$ cat src/rtl/ast_pkg.sv
package ast_pkg;

  localparam int unsigned MAX_SOURCE_BYTES_DEF = 65536;

  localparam int KIND_W = 4;
  localparam int OFS_W  = 16;
  localparam int END_W  = 17;
  localparam int LINE_W = 16;
  localparam int COL_W  = 16;
  localparam int ERR_W  = 2;
  localparam int TDATA_W = 72;

  // token kinds
  localparam logic [KIND_W-1:0] KIND_UNKNOWN = 4'd0;
  localparam logic [KIND_W-1:0] KIND_NEWLINE = 4'd1;
  localparam logic [KIND_W-1:0] KIND_PERIOD  = 4'd2;
  localparam logic [KIND_W-1:0] KIND_COMMA   = 4'd3;
  localparam logic [KIND_W-1:0] KIND_COLON   = 4'd4;
  localparam logic [KIND_W-1:0] KIND_EQUAL   = 4'd5;
  localparam logic [KIND_W-1:0] KIND_PERCENT = 4'd6;
  localparam logic [KIND_W-1:0] KIND_DOLLAR  = 4'd7;
  localparam logic [KIND_W-1:0] KIND_OPEN    = 4'd8;
  localparam logic [KIND_W-1:0] KIND_CLOSE   = 4'd9;
  localparam logic [KIND_W-1:0] KIND_IDENT   = 4'd10;
  localparam logic [KIND_W-1:0] KIND_CONST   = 4'd11;
  localparam logic [KIND_W-1:0] KIND_COMMENT = 4'd12;

  // error codes
  localparam logic [ERR_W-1:0] ERR_NONE       = 2'd0;
  localparam logic [ERR_W-1:0] ERR_UNEXPECTED = 2'd1;
  localparam logic [ERR_W-1:0] ERR_OPEN_WORD  = 2'd2;

  // scan modes
  localparam logic [1:0] MODE_DEFAULT = 2'd0;
  localparam logic [1:0] MODE_WORD    = 2'd1;
  localparam logic [1:0] MODE_COMMENT = 2'd2;

  // characters
  localparam logic [7:0] CH_HASH    = 8'h23;
  localparam logic [7:0] CH_PERIOD  = 8'h2E;
  localparam logic [7:0] CH_COLON   = 8'h3A;
  localparam logic [7:0] CH_EQUAL   = 8'h3D;
  localparam logic [7:0] CH_COMMA   = 8'h2C;
  localparam logic [7:0] CH_PERCENT = 8'h25;
  localparam logic [7:0] CH_DOLLAR  = 8'h24;
  localparam logic [7:0] CH_OPEN    = 8'h5B;
  localparam logic [7:0] CH_CLOSE   = 8'h5D;
  localparam logic [7:0] CH_CR      = 8'h0D;
  localparam logic [7:0] CH_NL      = 8'h0A;
  localparam logic [7:0] CH_TAB     = 8'h09;
  localparam logic [7:0] CH_SPACE   = 8'h20;

  // tdata bit positions of the result word
  localparam int TD_START_LO = 0;
  localparam int TD_END_LO   = TD_START_LO + OFS_W;
  localparam int TD_LINE_LO  = TD_END_LO + END_W;
  localparam int TD_COL_LO   = TD_LINE_LO + LINE_W;
  localparam int TD_ERR_LO   = TD_COL_LO + COL_W;

  typedef struct packed {
    logic [KIND_W-1:0] kind;
    logic [OFS_W-1:0]  start_ofs;
    logic [END_W-1:0]  end_ofs;
    logic [LINE_W-1:0] line;
    logic [COL_W-1:0]  col;
    logic [ERR_W-1:0]  err;
    logic              last;
  } token_t;

endpackage

$ cat src/rtl/assembly_source_tokenizer_top.sv
// Assembly source tokenizer.
// Input channel (in_*): one source byte per word in in_tdata[7:0]; in_tuser
// high marks end of source (the byte is then ignored).
// Output channel (out_*): one token per word. out_tuser carries the token
// kind, out_tdata the offsets, line, column and error code, and out_tlast
// marks the last token caused by one input word.
// An accepted byte is held in the input register; its tokens then go into the
// output queue register, which drives out_tvalid.
// Throughput: one byte per cycle while each byte makes at most one token and the receiver does not stall.
// A byte that closes an identifier, constant or comment and is itself a
// token makes two tokens; the two-entry output queue drains one per cycle
// while out_tready is high; a later byte then waits until its tokens fit.
// After an error or end of source the block swallows words without output
// until reset.
// Reset: synchronous, clears mode, offsets and counters (line and column 1);
// no clearing pass, the block is ready as soon as reset is released.
// Receiver stall: tokens wait in the queue; the input register keeps taking
// bytes until the queue has no room for the next byte's tokens.
module assembly_source_tokenizer_top #(
  parameter int unsigned MAX_SOURCE_BYTES = ast_pkg::MAX_SOURCE_BYTES_DEF
) (
  input  logic        clk,
  input  logic        rst_n,
  input  logic        in_tvalid,
  output logic        in_tready,
  input  logic [7:0]  in_tdata,   // character
  input  logic        in_tuser,   // end_of_source
  output logic        out_tvalid,
  input  logic        out_tready,
  // start_offset, end_offset, line_number, column_number, error_code, zero pad
  output logic [ast_pkg::TDATA_W-1:0] out_tdata,
  output logic [ast_pkg::KIND_W-1:0]  out_tuser,  // token_kind
  output logic        out_tlast
);

  localparam int PosW = $clog2(MAX_SOURCE_BYTES + 1);
  localparam logic [ast_pkg::COL_W-1:0] ColMax = '1;
  localparam logic [ast_pkg::LINE_W-1:0] LineMax = '1;

  function automatic logic is_letter(input logic [7:0] c);
    return (c >= 8'h41 && c <= 8'h5A) || (c >= 8'h61 && c <= 8'h7A) || c == 8'h5F;
  endfunction

  function automatic logic is_digit(input logic [7:0] c);
    return c >= 8'h30 && c <= 8'h39;
  endfunction

  // input register
  logic       inv_r;
  logic [7:0] ichar_r;
  logic       ieos_r;

  // scanner state
  logic [1:0]                  mode_r, mode_nxt;
  logic [ast_pkg::KIND_W-1:0]  pend_r, pend_nxt;
  logic [PosW-1:0]             tstart_r, tstart_nxt;
  logic [PosW-1:0]             pos_r, pos_nxt;
  logic [ast_pkg::LINE_W-1:0]  line_r, line_nxt;
  logic [ast_pkg::COL_W-1:0]   col_r, col_nxt;
  logic                        halt_r, halt_nxt;

  // output queue, slot 0 is the head
  ast_pkg::token_t q_r [2];
  ast_pkg::token_t q_nxt [2];
  logic [1:0]      count_r, count_nxt;

  ast_pkg::token_t res_a, res_b, res0, res1;
  logic            pe, bv, dc, at_end, take, pop;
  logic [1:0]      n_res, base;
  logic [2:0]      need;
  logic [PosW-1:0] pos_p1, len;
  logic [ast_pkg::COL_W-1:0] col_inc, scol;
  logic [ast_pkg::KIND_W-1:0] dkind;

  assign pos_p1  = pos_r + 1'b1;
  assign len     = pos_r - tstart_r;
  assign col_inc = (col_r < ColMax) ? col_r + 1'b1 : col_r;
  assign scol    = (32'(col_r) > 32'(len)) ? ast_pkg::COL_W'(32'(col_r) - 32'(len))
                                           : ast_pkg::COL_W'(1);
  assign at_end  = ieos_r || (pos_r >= PosW'(MAX_SOURCE_BYTES));

  always_comb begin
    mode_nxt   = mode_r;
    pend_nxt   = pend_r;
    tstart_nxt = tstart_r;
    pos_nxt    = pos_r;
    line_nxt   = line_r;
    col_nxt    = col_r;
    halt_nxt   = halt_r;
    pe = 1'b0;
    bv = 1'b0;
    dc = 1'b0;
    dkind = ast_pkg::KIND_UNKNOWN;

    // pending token closed by this word
    res_a.kind      = pend_r;
    res_a.start_ofs = ast_pkg::OFS_W'(tstart_r);
    res_a.end_ofs   = ast_pkg::END_W'(pos_r);
    res_a.line      = line_r;
    res_a.col       = scol;
    res_a.err       = ast_pkg::ERR_NONE;
    res_a.last      = 1'b1;

    // token made by the byte itself
    res_b.kind      = ast_pkg::KIND_UNKNOWN;
    res_b.start_ofs = ast_pkg::OFS_W'(pos_r);
    res_b.end_ofs   = ast_pkg::END_W'(pos_p1);
    res_b.line      = line_r;
    res_b.col       = col_r;
    res_b.err       = ast_pkg::ERR_NONE;
    res_b.last      = 1'b1;

    if (!halt_r) begin
      case (mode_r)
        ast_pkg::MODE_WORD: begin
          if (at_end) begin
            halt_nxt   = 1'b1;
            pe         = 1'b1;
            res_a.kind = ast_pkg::KIND_UNKNOWN;
            res_a.err  = ast_pkg::ERR_OPEN_WORD;
          end else if (is_letter(ichar_r)) begin
            pend_nxt = ast_pkg::KIND_IDENT;
            pos_nxt  = pos_p1;
            col_nxt  = col_inc;
          end else if (is_digit(ichar_r)) begin
            pos_nxt = pos_p1;
            col_nxt = col_inc;
          end else begin
            pe       = 1'b1;
            pend_nxt = ast_pkg::KIND_UNKNOWN;
            mode_nxt = ast_pkg::MODE_DEFAULT;
            dc       = 1'b1;
          end
        end
        ast_pkg::MODE_COMMENT: begin
          if (at_end) begin
            pe       = 1'b1;
            pend_nxt = ast_pkg::KIND_UNKNOWN;
            mode_nxt = ast_pkg::MODE_DEFAULT;
            halt_nxt = 1'b1;
          end else if (ichar_r == ast_pkg::CH_NL) begin
            pe       = 1'b1;
            pend_nxt = ast_pkg::KIND_UNKNOWN;
            mode_nxt = ast_pkg::MODE_DEFAULT;
            dc       = 1'b1;
          end else begin
            pos_nxt = pos_p1;
            col_nxt = col_inc;
          end
        end
        default: begin
          mode_nxt = ast_pkg::MODE_DEFAULT;
          if (at_end) halt_nxt = 1'b1;
          else        dc = 1'b1;
        end
      endcase
    end

    if (dc) begin
      mode_nxt = ast_pkg::MODE_DEFAULT;
      if (is_letter(ichar_r) || is_digit(ichar_r)) begin
        mode_nxt   = ast_pkg::MODE_WORD;
        pend_nxt   = is_letter(ichar_r) ? ast_pkg::KIND_IDENT : ast_pkg::KIND_CONST;
        tstart_nxt = pos_r;
        pos_nxt    = pos_p1;
        col_nxt    = col_inc;
      end else begin
        case (ichar_r) inside
          ast_pkg::CH_HASH: begin
            mode_nxt   = ast_pkg::MODE_COMMENT;
            pend_nxt   = ast_pkg::KIND_COMMENT;
            pos_nxt    = pos_p1;
            col_nxt    = col_inc;
            tstart_nxt = pos_p1;
          end
          ast_pkg::CH_NL: begin
            line_nxt   = (line_r < LineMax) ? line_r + 1'b1 : line_r;
            bv         = 1'b1;
            res_b.kind = ast_pkg::KIND_NEWLINE;
            res_b.line = line_nxt;
            res_b.col  = '0;
            pos_nxt    = pos_p1;
            col_nxt    = ast_pkg::COL_W'(1);
          end
          ast_pkg::CH_SPACE, ast_pkg::CH_TAB, ast_pkg::CH_CR: begin
            pos_nxt = pos_p1;
            col_nxt = col_inc;
          end
          ast_pkg::CH_PERIOD, ast_pkg::CH_COMMA, ast_pkg::CH_COLON, ast_pkg::CH_EQUAL,
          ast_pkg::CH_PERCENT, ast_pkg::CH_DOLLAR, ast_pkg::CH_OPEN, ast_pkg::CH_CLOSE: begin
            case (ichar_r)
              ast_pkg::CH_PERIOD:  dkind = ast_pkg::KIND_PERIOD;
              ast_pkg::CH_COMMA:   dkind = ast_pkg::KIND_COMMA;
              ast_pkg::CH_COLON:   dkind = ast_pkg::KIND_COLON;
              ast_pkg::CH_EQUAL:   dkind = ast_pkg::KIND_EQUAL;
              ast_pkg::CH_PERCENT: dkind = ast_pkg::KIND_PERCENT;
              ast_pkg::CH_DOLLAR:  dkind = ast_pkg::KIND_DOLLAR;
              ast_pkg::CH_OPEN:    dkind = ast_pkg::KIND_OPEN;
              default:             dkind = ast_pkg::KIND_CLOSE;
            endcase
            bv         = 1'b1;
            res_b.kind = dkind;
            pos_nxt    = pos_p1;
            col_nxt    = col_inc;
          end
          default: begin
            halt_nxt  = 1'b1;
            bv        = 1'b1;
            res_b.err = ast_pkg::ERR_UNEXPECTED;
          end
        endcase
      end
    end

    res_a.last = res_a.last && !bv;
    res0  = pe ? res_a : res_b;
    res1  = res_b;
    n_res = {1'b0, pe} + {1'b0, bv};
  end

  // queue room check: tokens of the held byte must fit after this cycle's pop
  assign pop       = out_tvalid && out_tready;
  assign base      = count_r - {1'b0, pop};
  assign need      = {1'b0, base} + {1'b0, n_res};
  assign take      = inv_r && (need <= 3'd2);
  assign in_tready = !inv_r || take;

  always_comb begin
    q_nxt[0] = pop ? q_r[1] : q_r[0];
    q_nxt[1] = q_r[1];
    count_nxt = base;
    if (take) begin
      count_nxt = need[1:0];
      if (base == 2'd0) begin
        q_nxt[0] = res0;
        q_nxt[1] = res1;
      end else if (base == 2'd1) begin
        q_nxt[1] = res0;
      end
    end
  end

  always_ff @(posedge clk) begin
    if (!rst_n) begin
      inv_r    <= 1'b0;
      count_r  <= 2'd0;
      mode_r   <= ast_pkg::MODE_DEFAULT;
      pend_r   <= ast_pkg::KIND_UNKNOWN;
      tstart_r <= '0;
      pos_r    <= '0;
      line_r   <= ast_pkg::LINE_W'(1);
      col_r    <= ast_pkg::COL_W'(1);
      halt_r   <= 1'b0;
    end else begin
      if (in_tready) inv_r <= in_tvalid;
      count_r <= count_nxt;
      if (take) begin
        mode_r   <= mode_nxt;
        pend_r   <= pend_nxt;
        tstart_r <= tstart_nxt;
        pos_r    <= pos_nxt;
        line_r   <= line_nxt;
        col_r    <= col_nxt;
        halt_r   <= halt_nxt;
      end
    end
  end

  always_ff @(posedge clk) begin
    if (in_tready) begin
      ichar_r <= in_tdata;
      ieos_r  <= in_tuser;
    end
    q_r[0] <= q_nxt[0];
    q_r[1] <= q_nxt[1];
  end

  assign out_tvalid = count_r != 2'd0;
  assign out_tuser  = q_r[0].kind;
  assign out_tlast  = q_r[0].last;
  assign out_tdata  = ast_pkg::TDATA_W'({q_r[0].err, q_r[0].col, q_r[0].line,
                                         q_r[0].end_ofs, q_r[0].start_ofs});

endmodule

$ cat config.mk
export PLATFORM = sky130hd
export DESIGN_NAME = assembly_source_tokenizer_top
export DESIGN_NICKNAME = d
export VERILOG_FILES = /design/src/rtl/ast_pkg.sv /design/src/rtl/assembly_source_tokenizer_top.sv
export SDC_FILE = /design/constraint.sdc
export NUM_CORES = 1
export LEC_CHECK = 0
export BUFFER_PORTS_ARGS = -buffer_cell sky130_fd_sc_hd__buf_2
export CORE_MARGIN = 4
export CORE_UTILIZATION = 40
export CTS_BUF_LIST = sky130_fd_sc_hd__clkbuf_4
export DETAILED_ROUTE_END_ITERATION = 7
export HOLD_SLACK_MARGIN = 0.12
export PLACE_DENSITY_LB_ADDON = 0.05
export SYNTH_ARGS = -nofsm -noshare
export SYNTH_HDL_FRONTEND = slang
export SYNTH_SLANG_ARGS = --single-unit
$ cat constraint.sdc
create_clock -name clk -period 10.5 [get_ports clk]
set_clock_uncertainty 0.05 [all_clocks]
set_input_delay 1.05 -clock clk [delete_from_list [all_inputs] [get_ports clk]]
set_output_delay 1.05 -clock clk [all_outputs]
set_load 0.01 [all_outputs]
Yosys cells after proc, flatten, opt, wreduce, memory -nomap -nowiden
Memories as Yosys holds them, arrays and structs flattened.
Cells that the tools add are included.
{"block": "totals", "ram_bits": 144, "word_cells": 180, "in_bits": 13, "ff_bits": 85, "mem_count": 1}
{"block": "classes", "n_mux": 105, "reduce_logical": 20, "addsub": 8, "order_cmp": 11, "n_eq_ne": 22, "n_bitwise": 2}
{"name": "q_r", "words": 2, "width": 72, "read_ports": 2, "rd_clocked_by_memory_dff": 0, "wr": 2, "line_no": "assembly_source_tokenizer_top.sv:63", "text": "ast_pkg::token_t q_r [2];"}
{"cell": "$mux 72", "count": 5}
{"cell": "$mux 16", "count": 15}
{"cell": "$mux 17", "count": 14}
{"cell": "$mux 144", "count": 1}
{"cell": "$mux 4", "count": 18}
{"cell": "$mux 34", "count": 2}
{"cell": "$eq 8x6->1 const B", "count": 8}
{"cell": "$mux 32", "count": 2}
{"cell": "$pmux 17 s2", "count": 1}
{"cell": "$add 16x1->16 const B", "count": 2}
{"cell": "$lt 16x16->1 const B", "count": 2}
{"cell": "$pmux 16 s2", "count": 1}
{"cell": "$mux 1", "count": 28}
{"cell": "$pmux 4 s7", "count": 1}
{"cell": "$mux 2", "count": 13}
{"cell": "$eq 8x4->1 const B", "count": 3}
{"cell": "$eq 8x7->1 const B", "count": 3}
{"cell": "$add 17x1->17 const B", "count": 1}
{"cell": "$ge 17x17->1 const B", "count": 1}
{"cell": "$gt 16x17->1", "count": 1}
{"cell": "$sub 17x17->17", "count": 1}
{"cell": "$ge 8x7->1 const B", "count": 2}
{"cell": "$le 8x7->1 const B", "count": 2}
{"cell": "$sub 16x16->16", "count": 1}
{"cell": "25 further kinds", "count": 40}

Longest topological paths before layout
{"block": "depth", "ltp_word": 14, "ltp_mapped": 22, "mapped_depth_nobuf": 20}

Worst setup path before layout
Ideal clock, no wire load.
{"block": "synth_path", "path_kind": "register to register", "startpoint": "register, netlist name ichar_r[4]", "endpoint": "memory q_r[0][100] in the netlist's numbering, enable pin", "setup_slack_ps": 3431, "arrival_time_ps": 6516, "path_buffers": 7, "period_less_slack_ps": 7069, "path_stages_with_launch": 18, "required_ps": 9947, "cell_sequence": "edfxtp_1 buf_6 or3_4 nor4_4 a21oi_1 a21o_1 inv_2 buf_4 buf_4 buf_2 fa_1 nor2_1 a21oi_1 nand2b_1 clkbuf_1 clkbuf_1 clkbuf_1 nor2_1"}
{"element": "end, declared", "line_no": "assembly_source_tokenizer_top.sv:63"}

Final worst setup path
{"block": "layout_path", "startpoint": "register ichar_r[1]", "endpoint": "output port in_tready"}
{"block": "layout_via", "elab_chain_len": 14}
{"element": "start, declared", "line_no": "assembly_source_tokenizer_top.sv:50", "text": "logic [7:0] ichar_r;"}
{"element": "start signal, assigned", "line_no": "assembly_source_tokenizer_top.sv:271", "text": "ichar_r <= in_tdata;"}
{"element": "$ge 8x7->1 / $le 8x7->1 (equally long branches)", "line_no": "assembly_source_tokenizer_top.sv:41", "text": "return (c >= 8'h41 && c <= 8'h5A) || (c >= 8'h61 && c <= 8'h7A) || c == 8'h5F;"}
{"element": "$logic_and 1x1->1", "line_no": "assembly_source_tokenizer_top.sv:41"}
{"element": "$logic_or 1x1->1 (2 in a row)", "line_no": "assembly_source_tokenizer_top.sv:41"}
{"element": "$mux 1", "line_no": "assembly_source_tokenizer_top.sv:121", "text": "end else if (is_letter(ichar_r)) begin"}
{"element": "$mux 1", "line_no": "assembly_source_tokenizer_top.sv:116", "text": "if (at_end) begin"}
{"element": "$pmux 1 s2", "line_no": "assembly_source_tokenizer_top.sv:114", "text": "case (mode_r)"}
{"element": "$mux 1", "line_no": "assembly_source_tokenizer_top.sv:113", "text": "if (!halt_r) begin"}
{"element": "$mux 1", "line_no": "assembly_source_tokenizer_top.sv:159", "text": "if (dc) begin"}
{"element": "$add 1x1->2 *", "line_no": "assembly_source_tokenizer_top.sv:218", "text": "n_res = {1'b0, pe} + {1'b0, bv};"}
{"element": "$add 2x2->3 *", "line_no": "assembly_source_tokenizer_top.sv:224", "text": "assign need = {1'b0, base} + {1'b0, n_res};"}
{"element": "$le 3x2->1 *", "line_no": "assembly_source_tokenizer_top.sv:225", "text": "assign take = inv_r && (need <= 3'd2);"}
{"element": "$logic_and 1x1->1 *", "line_no": "assembly_source_tokenizer_top.sv:225"}
{"element": "$logic_or 1x1->1 *", "line_no": "assembly_source_tokenizer_top.sv:226", "text": "assign in_tready = !inv_r || take;"}
{"element": "end, declared", "line_no": "assembly_source_tokenizer_top.sv:25", "text": "output logic in_tready,"}
Every way passes the cells marked *; elsewhere a longest branch is shown, timed or not.

==> flow_summary.toml <==
[run_status]
status = "finished, final reports clean"

[drt]
finalWirelength_mm = 42.35
drt_iter0_drc = 969
antenna_left = 0
via_count = 12030
drc_errors = 0
drt-vias-per-instance = 5.519
wl_per_cell_um = 19.43
dr.pass1.iters = 6

[logic_synthesis]
syn_area_mm2 = 0.01395
synth_top_family_by_area = "simple AND/OR/NAND/NOR gates"
synth_enable_flop_cells = 81
synthAdderAreaFrac_pct = 4.019
muxShareOfSynthArea_pct = 0.7983
syn_area_per_cell_um2 = 8.303
syn_inst = 1680
yosys_warnings = 0
synth.distinct_cells = 80
synth_seq_cells = 229
async_flop_share_pct = 0
synthSimpleGateAreaFrac_pct = 21.73
synth_xor_area_share_pct = 6.907
ys.flop_type = "dfxtp_1"
synth_compound_area_share_pct = 18.95
ys_seq_area_share_pct = 38.68

[cells_and_area]
multi_input_area_mm2 = 0.007360
seq_area_mm2 = 0.005395
stdcell_count = 2180
layout.nets = 1727
layout-drive-gt1-share_pct = 14.91
stdcell_area_mm2 = 0.01501
area_delta_synth_final_pct = 7.633
fillers = 3552

[timing]
fin_tns_setup_ns = 0
slew_viol_final = 0
relSlewSlack_pct = 17.52
hold_violations = 0
fin_crit_sh_pct = 52.47
min_period_ns = 5.509
setup_violations = 0
tightest_slew_ns = 1.231
fmax_mhz = 181.5
rsz0062_at_grt = "false"

[global_routing]
grt_max_degree = 81
overflow = 0
gr-usage-all-layers_pct = 21.81
grt_pass1_vias = 11340
antenna_found_initial = 2
grt_first_pass_wirelength_mm = 66.67

[run]
maxCapViolations = 0

[clock_tree]
cts-root-buf = "clkbuf_4"
cts_setup_buffers = 0
htreeDepth = 3
clk_pin_slew_worst_paths_ns = 0.06
hold_buffers = 0
cts_tree = "done"
cts.path.max_buffers = 3
cts_buffers = 67
clkLatencyLatePin_ns = 0.73
clock-sinks = 229
cts_resized = 0

[setup_path]
crit_family = "compound AO/OA/AOI/OAI gates"
crit_buf_inv = 4
path_cells = "o21ai_0 > nand4_1 > o211ai_1 > a21o_1 > buf_4 > inv_2 > fa_1 > inv_1 > ha_1 > a21oi_1 > nand2_1 > buf_2"
worstPathRequired_ns = 9.40
critPathMaxStageDelay_ns = 0.49
crit_type = "reg2out"
setup.worst_path.end_class = "output pin"
cp.arrival_ns = 4.41
cp_slowest_cell = "edfxtp_1"
start_kind = "flip-flop"
critical_path.max_fanout = 31

[floorplan]
rows = 68
fp.dieW_um = 194.7
start_util_pct = 40.48
die_area_mm2 = 0.03792
die_h_um = 194.7
io_pins = 92
core_mm2 = 0.03446

[place]
dp_hpwl_mm = 28.02
post-place-cells = 2057
gp_congestion = 0.8670
dpl_cell_area_mm2 = 0.01408
portBuffers = 86

[power]
vdd_ir_drop_max_mv = 0.1267
p_leak_nw = 5.882
p_per_area_mw_per_mm2 = 255.1

[hold_path]
hold_class = "reg2reg"
registers in the layout (all words and copies together) (netlist names):
name and flops:
q_r 144, pos_r 17, tstart_r 17, col_r 16, line_r 16, ichar_r 8, pend_r 4, count_r 2
mode_r 2, halt_r 1, ieos_r 1, inv_r 1
through the flow:
step                power, mW  setup WS, ns  hold slack (ns)  utilization (%)
global route            4.119         4.619           0.4042            43.57
detailed placement      2.919         5.193           0.4171            40.85
floorplan               2.593         3.431           0.3964                -
CTS                     3.876         4.888           0.3712            43.56
global placement        2.913         5.299           0.4130            40.85
finish                  3.830         4.991           0.4221            43.57
report_power, final:
part           leakage [nW]  switching (mW)  internal [mW]  total, mW
registers              1.99           0.136           1.18       1.32
clock network         0.559           0.401          0.525      0.926
logic                  3.34           0.995          0.589       1.58
total                  5.88            1.53           2.30       3.83
cell families (layout without fill, tap and decap cells):
family                     Yosys count  count (layout)
AOI/OAI and AO/OA                  397             397
buffers and inverters              236             276
other                                1               6
muxes                               11              11
adders and majority gates           43              43
xor gates and xnor gates           110             110
DFF                                229             229
and+or+nand+nor                    653             653
Yosys cell counts (5+ instances only):
library cell,number,share of area [%]
a211o_1,5,0.31
a211oi_1,26,1.4
a21o_1,19,1.0
a21oi_1,105,3.8
a221o_1,15,1.1
a22o_1,17,1.1
a311oi_1,7,0.44
a31oi_1,56,2.5
and2_1,5,0.22
and3_1,49,2.2
buf_1,9,0.24
buf_2,25,0.90
buf_4,80,4.3
clkbuf_1,69,1.9
dfxtp_1,148,21
edfxtp_1,81,17
ha_1,40,3.6
inv_1,47,1.3
mux2i_1,10,0.72
nand2_1,308,8.3
nand2b_1,15,0.67
nand3_1,35,1.3
nand3b_1,8,0.43
nand4_1,12,0.54
nor2_1,130,3.5
nor2b_1,11,0.49
nor3_1,24,0.86
nor4_1,10,0.45
o21a_1,8,0.43
o21ai_0,68,2.4
o21bai_1,5,0.27
o22ai_1,12,0.54
o311ai_0,6,0.38
o31ai_1,5,0.27
or2_2,6,0.27
or3_1,16,0.72
xnor2_1,56,3.5
xor2_1,54,3.4
path summary, 6_finish.rpt:
kind	from	depth (start not counted)	slack (ns)	to
max reg2reg	ichar_r[1]	17	5.20	q_r[0][8]
min reg2reg	q_r[0][41]	2	0.42	q_r[0][41]
min	q_r[0][41]	2	0.42	q_r[0][41]
max	ichar_r[1]	12	4.99	in_tready
worst register-to-register path: stages (launching register included):
cell and delay [ns]:
edfxtp_1 0.49, o21ai_0 0.28, nand4_1 0.30, o211ai_1 0.26
a21o_1 0.15, buf_4 0.38, inv_2 0.09, fa_1 0.45
inv_1 0.07, ha_1 0.24, a21oi_1 0.37, nor2b_1 0.11
buf_4 0.22, nand3_2 0.11, buf_4 0.68, nor2_1 0.13
and3_1 0.41, a221o_1 0.40
layer usage:
metal	up-vias	GRT usage (%)	share of wire, %
met5	-	0	0
met4	0	6.698	1.7
met3	57	4.212	5.5
met2	351	33.11	44
met1	5749	31.52	49
li1	5875	-	-
layout make-up:
type / count / area share [%]
well taps: 455 / 3.792
clock inverters: 11 / 0.6667
flip-flops and latches: 229 / 35.94
clock buffers: 111 / 5.550
multi-input cells: 1219 / 49.02
diodes: 1 / 0.01667
repair buffers: 104 / 3.767
inverters: 50 / 1.250
placed cells by master (no fill, tap or decap), types with 11 or more instances in the layout:
cell / Yosys / layout
o21ai_0: 68 / 68
o22ai_1: 12 / 12
a21o_1: 19 / 19
inv_1: 47 / 47
a22o_1: 17 / 17
and3_1: 49 / 49
a221o_1: 15 / 15
nand4_1: 12 / 12
nor2_1: 130 / 128
nor2b_1: 11 / 11
a31oi_1: 56 / 56
xor2_1: 54 / 54
a211oi_1: 26 / 26
nand2b_1: 15 / 15
nand2_1: 308 / 307
dfxtp_1: 148 / 148
buf_2: 25 / 86
nor3_1: 24 / 23
or3_1: 16 / 16
nand3_1: 35 / 34
ha_1: 40 / 40
clkbuf_4: 0 / 111
a21oi_1: 105 / 104
edfxtp_1: 81 / 81
xnor2_1: 56 / 56
buf_4: 80 / 18
Power figures use the tool's default switching activity.
